[config.mk]
export PLATFORM = sky130hd
export DESIGN_NAME = utf8_decoder_latin1_fallback_top
export DESIGN_NICKNAME = d
export VERILOG_FILES = /design/src/utf8d_pkg.sv /design/src/utf8_decoder_latin1_fallback_top.sv /design/src/utf8d_front.sv /design/src/utf8d_fifo.sv /design/src/utf8d_back.sv
export SDC_FILE = /design/constraint.sdc
export NUM_CORES = 1
export LEC_CHECK = 0
export BUFFER_PORTS_ARGS = -buffer_cell sky130_fd_sc_hd__buf_2
export CAP_MARGIN = 20
export CORE_MARGIN = 2
export CORE_UTILIZATION = 50
export CTS_CLUSTER_SIZE = 16
export DETAILED_ROUTE_END_ITERATION = 7
export PLACE_DENSITY = 0.8
export SETUP_SLACK_MARGIN = 0.05
export SYNTH_ARGS = -nofsm -noshare
export SYNTH_HDL_FRONTEND = slang
export SYNTH_SLANG_ARGS = --single-unit
[constraint.sdc]
create_clock -name clk -period 6.4 [get_ports clk]
set_input_delay 0.32 -clock clk [delete_from_list [all_inputs] [get_ports clk]]
set_output_delay 0.32 -clock clk [all_outputs]
set_load 0.01 [all_outputs]
[src/utf8d_pkg.sv]
// Shared types, constants and byte classification functions of the UTF-8 decoder.
package utf8d_pkg;

	localparam int OFFSET_WIDTH_DEF = 32;
	localparam int FIFO_DEPTH       = 4;
	localparam int CP_WIDTH         = 21;

	localparam logic [7:0] LEAD4_MIN    = 8'hF0;
	localparam logic [7:0] LEAD3_MIN    = 8'hE0;
	localparam logic [7:0] LEAD2_MIN    = 8'hC0;
	localparam logic [7:0] BITS4_MASK   = 8'h07;
	localparam logic [7:0] BITS3_MASK   = 8'h0F;
	localparam logic [7:0] BITS2_MASK   = 8'h1F;
	localparam logic [7:0] CONT_MASK    = 8'hC0;
	localparam logic [7:0] CONT_TAG     = 8'h80;
	localparam logic [7:0] PAYLOAD_MASK = 8'h3F;

	localparam logic [2:0] LEN_ONE   = 3'd1;
	localparam logic [2:0] LEN_TWO   = 3'd2;
	localparam logic [2:0] LEN_THREE = 3'd3;
	localparam logic [2:0] LEN_FOUR  = 3'd4;

	typedef struct packed {
		logic                     full_seq;
		logic [2:0]               n_cp;
		logic                     end_mark;
		logic [CP_WIDTH-1:0]      cp;
		logic [3:0][7:0]          bytes;
	} job_info_t;

	function automatic logic [2:0] lead_length(input logic [7:0] b);
		logic [2:0] len;
		priority if (b >= LEAD4_MIN) begin
			len = LEN_FOUR;
		end else if (b >= LEAD3_MIN) begin
			len = LEN_THREE;
		end else if (b >= LEAD2_MIN) begin
			len = LEN_TWO;
		end else begin
			len = LEN_ONE;
		end
		return len;
	endfunction

	function automatic logic [CP_WIDTH-1:0] lead_bits(input logic [7:0] b, input logic [2:0] len);
		logic [CP_WIDTH-1:0] bits;
		unique case (len)
			LEN_FOUR:  bits = CP_WIDTH'(b & BITS4_MASK);
			LEN_THREE: bits = CP_WIDTH'(b & BITS3_MASK);
			LEN_TWO:   bits = CP_WIDTH'(b & BITS2_MASK);
			default:   bits = CP_WIDTH'(b);
		endcase
		return bits;
	endfunction

endpackage

[src/utf8_decoder_latin1_fallback_top.sv]
// Top level of the streaming UTF-8 decoder with Latin-1 fallback.
//
// Input side is a queue: a byte word is taken at a clock edge with push high and
// full low. final_byte marks the last byte of a text; after it one end marker
// word carries the total length and the next byte starts a new text at offset 0.
// Result side is a queue too: while empty is low the oldest word is on the
// result ports, and it leaves at an edge with pop high.
// Each byte gives zero to five result words; last_of_run flags the last word
// caused by one byte. A word passes through the job queue, the job register and the output register.
// Bytes are taken one per cycle while full is low; results leave one per cycle
// from the back end while pop is high, so one byte per cycle is sustained while
// bytes yield at most one word each. A four-entry job queue between front and back
// absorbs fallback bursts; when it fills, full rises until the back end drains a job.
// When pop stays low, the output register holds its word, the job queue fills
// and full then stalls the input; nothing is lost.
// Reset clears the open sequence, the byte count and both queues.
module utf8_decoder_latin1_fallback_top import utf8d_pkg::*; #(
	parameter int OFFSET_WIDTH = OFFSET_WIDTH_DEF
) (
	input  logic                clk,
	input  logic                arst_n,
	input  logic [7:0]          data_byte,
	input  logic                final_byte,
	input  logic                push,
	output logic                full,
	output logic [CP_WIDTH-1:0] code_point,
	output logic [31:0]         start_offset,
	output logic                end_marker,
	output logic                last_of_run,
	output logic                empty,
	input  logic                pop
);

	localparam int JOB_W = $bits(job_info_t) + 2 * OFFSET_WIDTH;

	logic                    accept;
	logic                    job_push;
	job_info_t               job_info, q_info;
	logic [OFFSET_WIDTH-1:0] job_base, job_end, q_base, q_end;
	logic [JOB_W-1:0]        q_rd_data;
	logic                    q_full, q_empty, q_pop;

	assign accept = push && !q_full;
	assign full   = q_full;

	utf8d_front #(
		.OFFSET_WIDTH(OFFSET_WIDTH)
	) u_front (
		.clk       (clk),
		.arst_n    (arst_n),
		.data_byte (data_byte),
		.final_byte(final_byte),
		.accept    (accept),
		.job_push  (job_push),
		.job_info  (job_info),
		.job_base  (job_base),
		.job_end   (job_end)
	);

	utf8d_fifo #(
		.WIDTH(JOB_W),
		.DEPTH(FIFO_DEPTH)
	) u_fifo (
		.clk    (clk),
		.arst_n (arst_n),
		.wr_en  (job_push),
		.wr_data({job_info, job_base, job_end}),
		.rd_en  (q_pop),
		.rd_data(q_rd_data),
		.full   (q_full),
		.empty  (q_empty)
	);

	assign {q_info, q_base, q_end} = q_rd_data;

	utf8d_back #(
		.OFFSET_WIDTH(OFFSET_WIDTH)
	) u_back (
		.clk         (clk),
		.arst_n      (arst_n),
		.fifo_empty  (q_empty),
		.fifo_info   (q_info),
		.fifo_base   (q_base),
		.fifo_end    (q_end),
		.fifo_pop    (q_pop),
		.pop         (pop),
		.empty       (empty),
		.code_point  (code_point),
		.start_offset(start_offset),
		.end_marker  (end_marker),
		.last_of_run (last_of_run)
	);

endmodule

[src/utf8d_front.sv]
// Front end: accepts bytes, tracks the open sequence and builds a job for each byte that yields words or ends a text.
module utf8d_front import utf8d_pkg::*; #(
	parameter int OFFSET_WIDTH = OFFSET_WIDTH_DEF
) (
	input  logic                    clk,
	input  logic                    arst_n,
	input  logic [7:0]              data_byte,
	input  logic                    final_byte,
	input  logic                    accept,
	output logic                    job_push,
	output job_info_t               job_info,
	output logic [OFFSET_WIDTH-1:0] job_base,
	output logic [OFFSET_WIDTH-1:0] job_end
);

	logic [2:0][7:0]         pend_q, pend_nxt;
	logic [1:0]              pcount_q, pcount_nxt;
	logic [2:0]              seqlen_q, seqlen_nxt;
	logic [CP_WIDTH-1:0]     partial_q, partial_nxt;
	logic [OFFSET_WIDTH-1:0] count_q, cnt_new;

	logic [3:0][7:0]         w;
	logic [2:0]              bl;
	logic                    cont_ok;
	logic [CP_WIDTH-1:0]     new_part;

	assign cnt_new  = count_q + OFFSET_WIDTH'(1);
	assign job_end  = cnt_new;
	assign job_base = cnt_new - (OFFSET_WIDTH'(pcount_q) + OFFSET_WIDTH'(1));
	assign bl       = lead_length(data_byte);
	assign cont_ok  = (data_byte & CONT_MASK) == CONT_TAG;
	assign new_part = {partial_q[CP_WIDTH-7:0], 6'(data_byte & PAYLOAD_MASK)};

	always_comb begin
		w[0] = pend_q[0];
		w[1] = pend_q[1];
		w[2] = pend_q[2];
		w[3] = 8'h00;
		w[pcount_q] = data_byte;
	end

	always_comb begin
		job_info          = '0;
		job_info.bytes    = w;
		job_info.end_mark = final_byte;
		pend_nxt          = pend_q;
		pcount_nxt        = 2'd0;
		seqlen_nxt        = LEN_ONE;
		partial_nxt       = '0;
		if (pcount_q == 2'd0) begin
			if ((bl == LEN_ONE) || final_byte) begin
				job_info.n_cp = 3'd1;
			end else begin
				pend_nxt[0] = data_byte;
				pcount_nxt  = 2'd1;
				seqlen_nxt  = bl;
				partial_nxt = lead_bits(data_byte, bl);
			end
		end else if (cont_ok) begin
			if (({1'b0, pcount_q} + 3'd1) == seqlen_q) begin
				job_info.full_seq = 1'b1;
				job_info.cp       = new_part;
				job_info.n_cp     = 3'd1;
			end else if (final_byte) begin
				job_info.n_cp = {1'b0, pcount_q} + 3'd1;
			end else begin
				pend_nxt[pcount_q] = data_byte;
				pcount_nxt         = pcount_q + 2'd1;
				seqlen_nxt         = seqlen_q;
				partial_nxt        = new_part;
			end
		end else begin
			if ((bl == LEN_ONE) || final_byte) begin
				job_info.n_cp = {1'b0, pcount_q} + 3'd1;
			end else begin
				job_info.n_cp = {1'b0, pcount_q};
				pend_nxt[0]   = data_byte;
				pcount_nxt    = 2'd1;
				seqlen_nxt    = bl;
				partial_nxt   = lead_bits(data_byte, bl);
			end
		end
		if (final_byte) begin
			pend_nxt = '0;
		end
	end

	assign job_push = accept && ((job_info.n_cp != 3'd0) || final_byte);

	always_ff @(posedge clk or negedge arst_n) begin
		if (!arst_n) begin
			pend_q    <= '0;
			pcount_q  <= 2'd0;
			seqlen_q  <= LEN_ONE;
			partial_q <= '0;
			count_q   <= '0;
		end else if (accept) begin
			pend_q    <= pend_nxt;
			pcount_q  <= pcount_nxt;
			seqlen_q  <= seqlen_nxt;
			partial_q <= partial_nxt;
			count_q   <= final_byte ? '0 : cnt_new;
		end
	end

endmodule

[src/utf8d_fifo.sv]
// Short job queue between the front end and the result sequencer.
module utf8d_fifo #(
	parameter int WIDTH = 8,
	parameter int DEPTH = 4
) (
	input  logic             clk,
	input  logic             arst_n,
	input  logic             wr_en,
	input  logic [WIDTH-1:0] wr_data,
	input  logic             rd_en,
	output logic [WIDTH-1:0] rd_data,
	output logic             full,
	output logic             empty
);

	localparam int PTR_W = (DEPTH > 1) ? $clog2(DEPTH) : 1;
	localparam int CNT_W = $clog2(DEPTH + 1);

	logic [WIDTH-1:0] mem_q [DEPTH];
	logic [PTR_W-1:0] wr_ptr_q, rd_ptr_q;
	logic [CNT_W-1:0] count_q;
	logic             do_wr, do_rd;

	assign full    = count_q == CNT_W'(DEPTH);
	assign empty   = count_q == '0;
	assign do_wr   = wr_en && !full;
	assign do_rd   = rd_en && !empty;
	assign rd_data = mem_q[rd_ptr_q];

	always_ff @(posedge clk) begin
		if (do_wr) begin
			mem_q[wr_ptr_q] <= wr_data;
		end
	end

	always_ff @(posedge clk or negedge arst_n) begin
		if (!arst_n) begin
			wr_ptr_q <= '0;
			rd_ptr_q <= '0;
			count_q  <= '0;
		end else begin
			if (do_wr) begin
				wr_ptr_q <= (wr_ptr_q == PTR_W'(DEPTH - 1)) ? '0 : wr_ptr_q + PTR_W'(1);
			end
			if (do_rd) begin
				rd_ptr_q <= (rd_ptr_q == PTR_W'(DEPTH - 1)) ? '0 : rd_ptr_q + PTR_W'(1);
			end
			if (do_wr && !do_rd) begin
				count_q <= count_q + CNT_W'(1);
			end else if (do_rd && !do_wr) begin
				count_q <= count_q - CNT_W'(1);
			end
		end
	end

endmodule

[src/utf8d_back.sv]
// Back end: expands each job into result words and holds the output register.
module utf8d_back import utf8d_pkg::*; #(
	parameter int OFFSET_WIDTH = OFFSET_WIDTH_DEF
) (
	input  logic                    clk,
	input  logic                    arst_n,
	input  logic                    fifo_empty,
	input  job_info_t               fifo_info,
	input  logic [OFFSET_WIDTH-1:0] fifo_base,
	input  logic [OFFSET_WIDTH-1:0] fifo_end,
	output logic                    fifo_pop,
	input  logic                    pop,
	output logic                    empty,
	output logic [CP_WIDTH-1:0]     code_point,
	output logic [31:0]             start_offset,
	output logic                    end_marker,
	output logic                    last_of_run
);

	job_info_t               job_q;
	logic [OFFSET_WIDTH-1:0] base_q, end_q;
	logic                    job_valid_q;
	logic [2:0]              idx_q;

	logic                    out_valid_q;
	logic [CP_WIDTH-1:0]     code_point_q;
	logic [31:0]             start_offset_q;
	logic                    end_marker_q;
	logic                    last_of_run_q;

	logic [2:0]              total;
	logic                    advance, last, take;
	logic [CP_WIDTH-1:0]     res_cp;
	logic [OFFSET_WIDTH-1:0] res_off;
	logic                    res_end;

	assign total    = job_q.n_cp + 3'(job_q.end_mark);
	assign advance  = job_valid_q && (!out_valid_q || pop);
	assign last     = idx_q == (total - 3'd1);
	assign take     = !fifo_empty && (!job_valid_q || (advance && last));
	assign fifo_pop = take;

	always_comb begin
		if (idx_q < job_q.n_cp) begin
			res_cp  = job_q.full_seq ? job_q.cp : CP_WIDTH'(job_q.bytes[idx_q[1:0]]);
			res_off = base_q + OFFSET_WIDTH'(idx_q);
			res_end = 1'b0;
		end else begin
			res_cp  = '0;
			res_off = end_q;
			res_end = 1'b1;
		end
	end

	always_ff @(posedge clk) begin
		if (take) begin
			job_q  <= fifo_info;
			base_q <= fifo_base;
			end_q  <= fifo_end;
		end
		if (advance) begin
			code_point_q   <= res_cp;
			start_offset_q <= 32'(res_off);
			end_marker_q   <= res_end;
			last_of_run_q  <= last;
		end
	end

	always_ff @(posedge clk or negedge arst_n) begin
		if (!arst_n) begin
			job_valid_q <= 1'b0;
			idx_q       <= 3'd0;
			out_valid_q <= 1'b0;
		end else begin
			if (take) begin
				job_valid_q <= 1'b1;
				idx_q       <= 3'd0;
			end else if (advance) begin
				if (last) begin
					job_valid_q <= 1'b0;
				end else begin
					idx_q <= idx_q + 3'd1;
				end
			end
			if (advance) begin
				out_valid_q <= 1'b1;
			end else if (pop) begin
				out_valid_q <= 1'b0;
			end
		end
	end

	assign empty        = !out_valid_q;
	assign code_point   = code_point_q;
	assign start_offset = start_offset_q;
	assign end_marker   = end_marker_q;
	assign last_of_run  = last_of_run_q;

`ifndef ASSERT_OFF
	a_idx_in_range: assert property (@(posedge clk) disable iff (!arst_n)
		job_valid_q |-> (idx_q < total))
		else $error("Result index ran past the end of the job.");

	a_job_not_empty: assert property (@(posedge clk) disable iff (!arst_n)
		job_valid_q |-> (total != 3'd0))
		else $error("A job without results reached the back end.");

	a_marker_closes_run: assert property (@(posedge clk) disable iff (!arst_n)
		(out_valid_q && end_marker_q) |-> (last_of_run_q && (code_point_q == '0)))
		else $error("End marker word is not the closing word of its run.");

	a_job_retires: assert property (@(posedge clk) disable iff (!arst_n)
		(advance && last && fifo_empty) |=> !job_valid_q)
		else $error("Finished job stayed active.");
`endif

endmodule

* After elaboration in Yosys (flattened, before gate mapping)
Memories as Yosys holds them, arrays and structs flattened. A register that Yosys moved wholly into a read port is not among the register bits.
Cells that the tools add are included.
** Word-level totals
- Flip-flop bits (word level) :: 143
- Latch bits :: 0
- Bits in writable memories :: 488
- Memory bits (read-only) :: 0
- Memories kept :: 1
** Operators by class
- Add/sub/neg operators :: 13
- Multiply operators :: 0
- Divide/modulo/power cells :: 0
- Magnitude comparators :: 7
- Eq/ne operators :: 15
- Shifts and indexed selects :: 0
- Muxes and demuxes :: 62
- Bitwise logic cells :: 0
- Reduce and logical (&&, ||, !) cells :: 34
** Memories
- u_fifo.mem_q :: words 4, width 122, read ports 1, clocked after memory_dff 1, wr ports 1, line utf8d_fifo.sv:19 : logic [WIDTH-1:0] mem_q [DEPTH];
** Operators with widths (count)
- two-way mux 32 bit :: 2
- two-way mux 21 bit :: 3
- two-way mux 15 bit :: 4
- two-way mux 8 bit :: 7
- two-way mux 24 bit :: 2
- two-way mux 3 bit :: 16
- adder 32 x 1 -> 32 bit, second input constant :: 1
- adder 32 x 3 -> 32 bit :: 1
- bitwise mux 32 bit :: 1
- two-way mux 16 bit :: 2
- subtractor 32 bit :: 1
- bitwise mux 24 bit :: 1
- >= comparator 8 bit, second input constant :: 3
- case mux 8 bit (3 select lines) :: 1
- binary-select mux 8 bit (select 2 bit) :: 1
- demux 8 bit (select 2 bit) :: 1
- two-way mux 2 bit :: 8
- two-way mux 1 bit :: 13
- logical AND 1 bit :: 10
- AND reduction 2 bit :: 5
- nonzero test 2 bit :: 5
- inequality test 4 bit, second input constant :: 2
- adder 2 x 1 -> 2 bit, second input constant :: 3
- adder 2 x 1 -> 3 bit, second input constant :: 2
- other kinds (18) :: 36

* Depth between registers and ports, before layout
- Depth after elaboration :: 17
- Gate-level depth with buffers :: 16
- Gate-level depth less buffers :: 15

* Modules after synthesis
A second synthesis with hierarchy kept.
** Second synthesis, totals
- Cell total of the unflattened synthesis :: 1716
- Area, all modules :: 30489.2 um2
** By module, submodules not included
- utf8d_fifo :: instances 1, cells an instance 675, area an instance 18023.5 um2, sequential area each 14829.2 um2
- utf8d_back :: instances 1, cells an instance 463, area an instance 7335.8 um2, sequential area each 5440.2 um2
- utf8d_front :: instances 1, cells an instance 577, area an instance 5116.2 um2, sequential area each 1903.1 um2
- utf8_decoder_latin1_fallback_top :: instances 1, cells an instance 1, area an instance 13.8 um2, sequential area each 0.0 um2

* Least setup slack after synthesis
No wires, ideal clock.
- Path type :: reg2reg
- Start :: reg u_back.idx_q[0]
- End :: reg u_fifo.count_q[1]
- Setup time :: 125 ps
- Arrival time :: 6286 ps
- Required time :: 6275 ps
- Setup slack :: -11 ps
- Cell stages (with the launch flop) :: 12
- Buffers on the path :: 2
- Cell sequence :: dfrtp_1 -> clkbuf_1 -> xor2_1 -> nand3_1 -> o21ai_0 -> o31a_1 -> clkbuf_1 -> inv_1 -> ha_1 -> inv_1 -> fa_1 -> mux2_2
** Between the ends
- Word-level cells in the longest chain between the ends :: 8
** RTL lines
- from (decl) :: line utf8d_back.sv:23 : logic [2:0] idx_q;
- from (signal assigned) :: line utf8d_back.sv:82 : idx_q <= idx_q + 3'd1;
- == test 3 bit (*) :: line utf8d_back.sv:39 : assign last = idx_q == (total - 3'd1);
- logical AND 1 bit (*) :: line utf8d_back.sv:40 : assign take = !fifo_empty && (!job_valid_q || (advance && last));
- logical OR 1 bit (*) :: line utf8d_back.sv:40
- logical AND 1 bit (*) :: line utf8d_back.sv:40
- net q_pop :: line utf8_decoder_latin1_fallback_top.sv:41 : logic q_full, q_empty, q_pop;
- logical AND 1 bit (*) :: line utf8d_fifo.sv:27 : assign do_rd = rd_en && !empty;
- logical NOT 1 bit :: line utf8d_fifo.sv:48 : if (do_wr && !do_rd) begin
- logical AND 1 bit :: line utf8d_fifo.sv:48
- two-way mux 3 bit / nonzero test 2 bit (equally long branches)
- to (signal assigned) :: line utf8d_fifo.sv:49 : count_q <= count_q + CNT_W'(1);
- to (signal assigned) :: line utf8d_fifo.sv:51 : count_q <= count_q - CNT_W'(1);
- to (decl) :: line utf8d_fifo.sv:21 : logic [CNT_W-1:0] count_q;
The timed path passes the listed nets; every way through them passes the cells marked *.
A chain may end at the register's enable or synchronous reset.

* Final worst setup path
- Start :: reg u_front.count_q[0]
- End :: mem u_fifo.mem_q[1][61] (netlist bit) (data pin)
** Between the ends
- Word-level cells in the longest chain between the ends :: 2
** RTL lines
- from (decl) :: line utf8d_front.sv:20 : logic [OFFSET_WIDTH-1:0] count_q, cnt_new;
- from (signal assigned) :: line utf8d_front.sv:102 : count_q <= final_byte ? '0 : cnt_new;
- adder 32 x 1 -> 32 bit :: line utf8d_front.sv:27 : assign cnt_new = count_q + OFFSET_WIDTH'(1);
- net job_end[2] :: line utf8_decoder_latin1_fallback_top.sv:39 : logic [OFFSET_WIDTH-1:0] job_base, job_end, q_base, q_end;
- subtractor 32 bit :: line utf8d_front.sv:29 : assign job_base = cnt_new - (OFFSET_WIDTH'(pcount_q) + OFFSET_WIDTH'(1));
- net job_base[29] :: line utf8_decoder_latin1_fallback_top.sv:39
- to (decl) :: line utf8d_fifo.sv:19
The timed path passes the listed nets, and every way through them passes these cells.

==> results.json <==
{
  "synth_edf_count": 665,
  "synth_nets": 1778,
  "power_density_nw_per_um2": 472,
  "grt_pass1_wl_mm": 92.8,
  "crit_required_ns": 6.73,
  "cts_resized": 0,
  "worstSkewPairLatency_ns": 0.61,
  "worstPathCellList": "ha_1 > xor2_1 > ha_1 > o21ai_0 > or4b_4 > a2111oi_4 > nand4_4 > or3_4 > or4_4 > xnor2_2",
  "synthCells": 1740,
  "io_pins": 70,
  "yosysWarnings": 0,
  "slowest_stage": "dfrtp_1",
  "status": "complete, no violations",
  "cts_max_path_buffers": 3,
  "fmax_mhz": 224,
  "drive_above_1_share_pct": 21.3,
  "cpMostUsedCell": "ha_1",
  "setup_tns_ns": 0,
  "dp_cells": 2536,
  "synth_cell_type_count": 64,
  "synthToLayoutAreaGrowth_pct": 12.0,
  "yosysTopAreaCellShare_pct": 66.0,
  "first_global_vias": 16100,
  "dr.pass1.iters": 6,
  "grtUsageTotal_pct": 19.4,
  "die_area_um2": 62500,
  "synth_seq_area_share_pct": 73.2,
  "dr.first_iter.drc_count": 1517,
  "cts_tree": "yes",
  "fin_crit_sh_pct": 69.6,
  "final_max_slew_viol_count": 0,
  "io_buffer_count": 69,
  "worstPathArrival_ns": 4.79,
  "drt_wl_total_mm": 60.3,
  "setup_violations": 0,
  "via_per_inst": 5.89,
  "cts-root-buf": "clkbuf_16",
  "hp-start": "data_byte[1]",
  "wire_per_inst_um": 22.6,
  "ys_top_cells_by_area": "edfxtp_1 66%, mux4_2 9.7%, dfrtp_1 7.2%",
  "yosysMostFrequentCell": "edfxtp_1",
  "synth.avg_cell_area_um2": 17.4,
  "ys_async_sr_fraction_pct": 11.7,
  "grt_overflow": 0,
  "crit_family": "simple AND/OR/NAND/NOR gates",
  "ys_top_cells_by_count": "665 x edfxtp_1, 145 x nand2_1, 130 x mux4_2, 102 x o21ai_0, 87 x dfrtp_1",
  "end_kind": "flip-flop",
  "maxCapViolations": 0,
  "grt_max_degree": 81,
  "worst_pin_slew_ns": 1.08,
  "fin_nets": 1868,
  "clock_skew_ns": 0.0208,
  "slew_headroom_pct": 27.8,
  "ys_seq_elements": 753,
  "hold_violations": 0,
  "dieHeight_um": 250,
  "cp_num_buf_inv": 0,
  "core_um2": 60100,
  "htree_levels": 3,
  "row_count": 90,
  "worst_r2r_startpoint": "u_front.count_q[0]",
  "n_fill_cell": 4280,
  "postCtsSetupBuffers": 0,
  "critPathLaunch": "u_front.count_q[0]",
  "cpPeakStageDelay_ns": 0.56,
  "via_count": 15700,
  "crit_type": "reg2reg",
  "fin_cells": 2669,
  "syn_area_um2": 30300,
  "cts_made_buffers": 69,
  "hpwl_mm": 34.6,
  "clkSlewWorstSetupHoldPaths_ns": 0.06,
  "ys.flop_type": "edfxtp_1",
  "hold_path_class": "in2reg",
  "p_leak_nw": 11.9,
  "drc_errors": 0,
  "yosys.area.top_type": "edfxtp_1",
  "multi_input_area_um2": 7590,
  "seqCellArea_um2": 22200,
  "postRouteAntennaNets": 0,
  "postCtsHoldBufs": 2,
  "grt_antenna_before_repair": 2,
  "rsz0062_at_grt": "no",
  "max-vdd-ir-drop_mv": 0.276,
  "cp_max_fo": 11,
  "start_kind": "flip-flop",
  "clock_sinks": 753,
  "die_x_um": 250,
  "place_congestion": 0.842,
  "initial_core_util_pct": 50.3,
  "period_needed_ns": 4.46
}
==> per-layer routing <==
| metal | track usage (%) | share of wire (%) | vias to the layer above |
|---|---|---|---|
| met5 | 0 | 0.045 | - |
| met4 | 8.25 | 3.1 | 4 |
| met3 | 3.29 | 6.4 | 126 |
| met2 | 32.4 | 51 | 640 |
| met1 | 25.4 | 39 | 8096 |
| li1 | - | - | 6854 |
==> sequential cells by signal (all words and copies together) (netlist names) <==
name,count
u_fifo.wr_ptr_q,2
u_front.pcount_q,2
u_back.last_of_run,1
u_back.end_q,32
u_back.base_q,32
u_front.pend_q,24
u_fifo.rd_ptr_q,2
u_fifo.count_q,3
u_back.code_point,21
u_back.idx_q,3
u_front.partial_q,15
u_back.out_valid_q,1
u_fifo.mem_q,488
u_front.seqlen_q,3
u_back.start_offset,32
u_back.end_marker,1
u_front.count_q,32
u_back.job_q,58
u_back.job_valid_q,1
==> cells by family after synthesis <==
group / synth area share, %
compound gates: 2.95
buf+inv: 1.77
simple gates: 6.92
fa+ha+maj: 1.11
xor+xnor: 2.89
flops: 73.2
mux: 11.1
==> tightest hold or removal path, cell delays in order <==
cell and delay (ns):
buf_2 0.18, nand2_1 0.08, o21ai_0 0.07
==> per-stage QoR <==
| stage | util, % | instance area (um^2) | hold slack (ns) | total power (W) | setup slack [ns] |
|---|---|---|---|---|---|
| 3_5_place_dp | 52.4 | 31500 | 0.146 | 0.0119 | 1.99 |
| 6_report | 56.4 | 33900 | 0.0960 | 0.0160 | 1.94 |
| 4_1_cts | 56.3 | 33800 | 0.0557 | 0.0161 | 1.99 |
| 3_3_place_gp | 52.4 | 31500 | 0.147 | 0.0116 | 2.15 |
| 5_1_grt | 56.4 | 33900 | 0.0873 | 0.0167 | 1.80 |
| 2_1_floorplan | - | 30300 | 0.0244 | 0.0106 | 1.06 |
==> area by class of cell <==
cell class | count | area share (%)
Multi-Input combinational cell | 855 | 22.4
Clock inverter | 39 | 1.20
Sequential cell | 753 | 65.4
Inverter | 52 | 0.575
Timing Repair Buffer | 99 | 1.93
Antenna cell | 1 | 0.00738
Clock buffer | 88 | 5.64
Tap cell | 782 | 2.88
==> path summary, 6_finish.rpt <==
kind	end	slack (ns)	depth (start not counted)
worst min-delay path	u_front.partial_q[1]	0.1	3
worst max register to register	u_fifo.mem_q[1][61]	1.94	10
max in group asynchronous	u_front.seqlen_q[0]	5.22	4
min in group asynchronous	u_front.partial_q[6]	0.11	2
worst max-delay path	u_fifo.mem_q[1][61]	1.94	10
worst min register to register	u_front.pend_q[12]	0.48	2
==> power by group <==
part | total (W) | internal [W] | switching, W
logic | 0.00409 | 0.00168 | 0.00242
clock network | 0.00419 | 0.00242 | 0.00178
registers | 0.00771 | 0.00718 | 0.000534
total | 0.0160 | 0.0113 | 0.00473
==> cell usage in the layout, fill, tap and decap left out, types with 11 or more instances in the layout <==
| cell | count |
|---|---|
| nor2_1 | 61 |
| mux2_2 | 30 |
| and2_1 | 30 |
| mux4_2 | 130 |
| o21ai_0 | 101 |
| buf_2 | 68 |
| clkbuf_1 | 11 |
| nand2_1 | 145 |
| clkbuf_16 | 72 |
| inv_1 | 51 |
| and3_1 | 23 |
| ha_1 | 22 |
| edfxtp_1 | 665 |
| dfrtp_1 | 85 |
| buf_4 | 24 |
| nand2b_1 | 26 |
| nand3_1 | 44 |
| xnor2_1 | 52 |
| clkinv_2 | 13 |
| a21oi_1 | 15 |
| nor3_1 | 18 |
| xor2_1 | 46 |
Note: power is estimated with default switching activity, not from simulation.
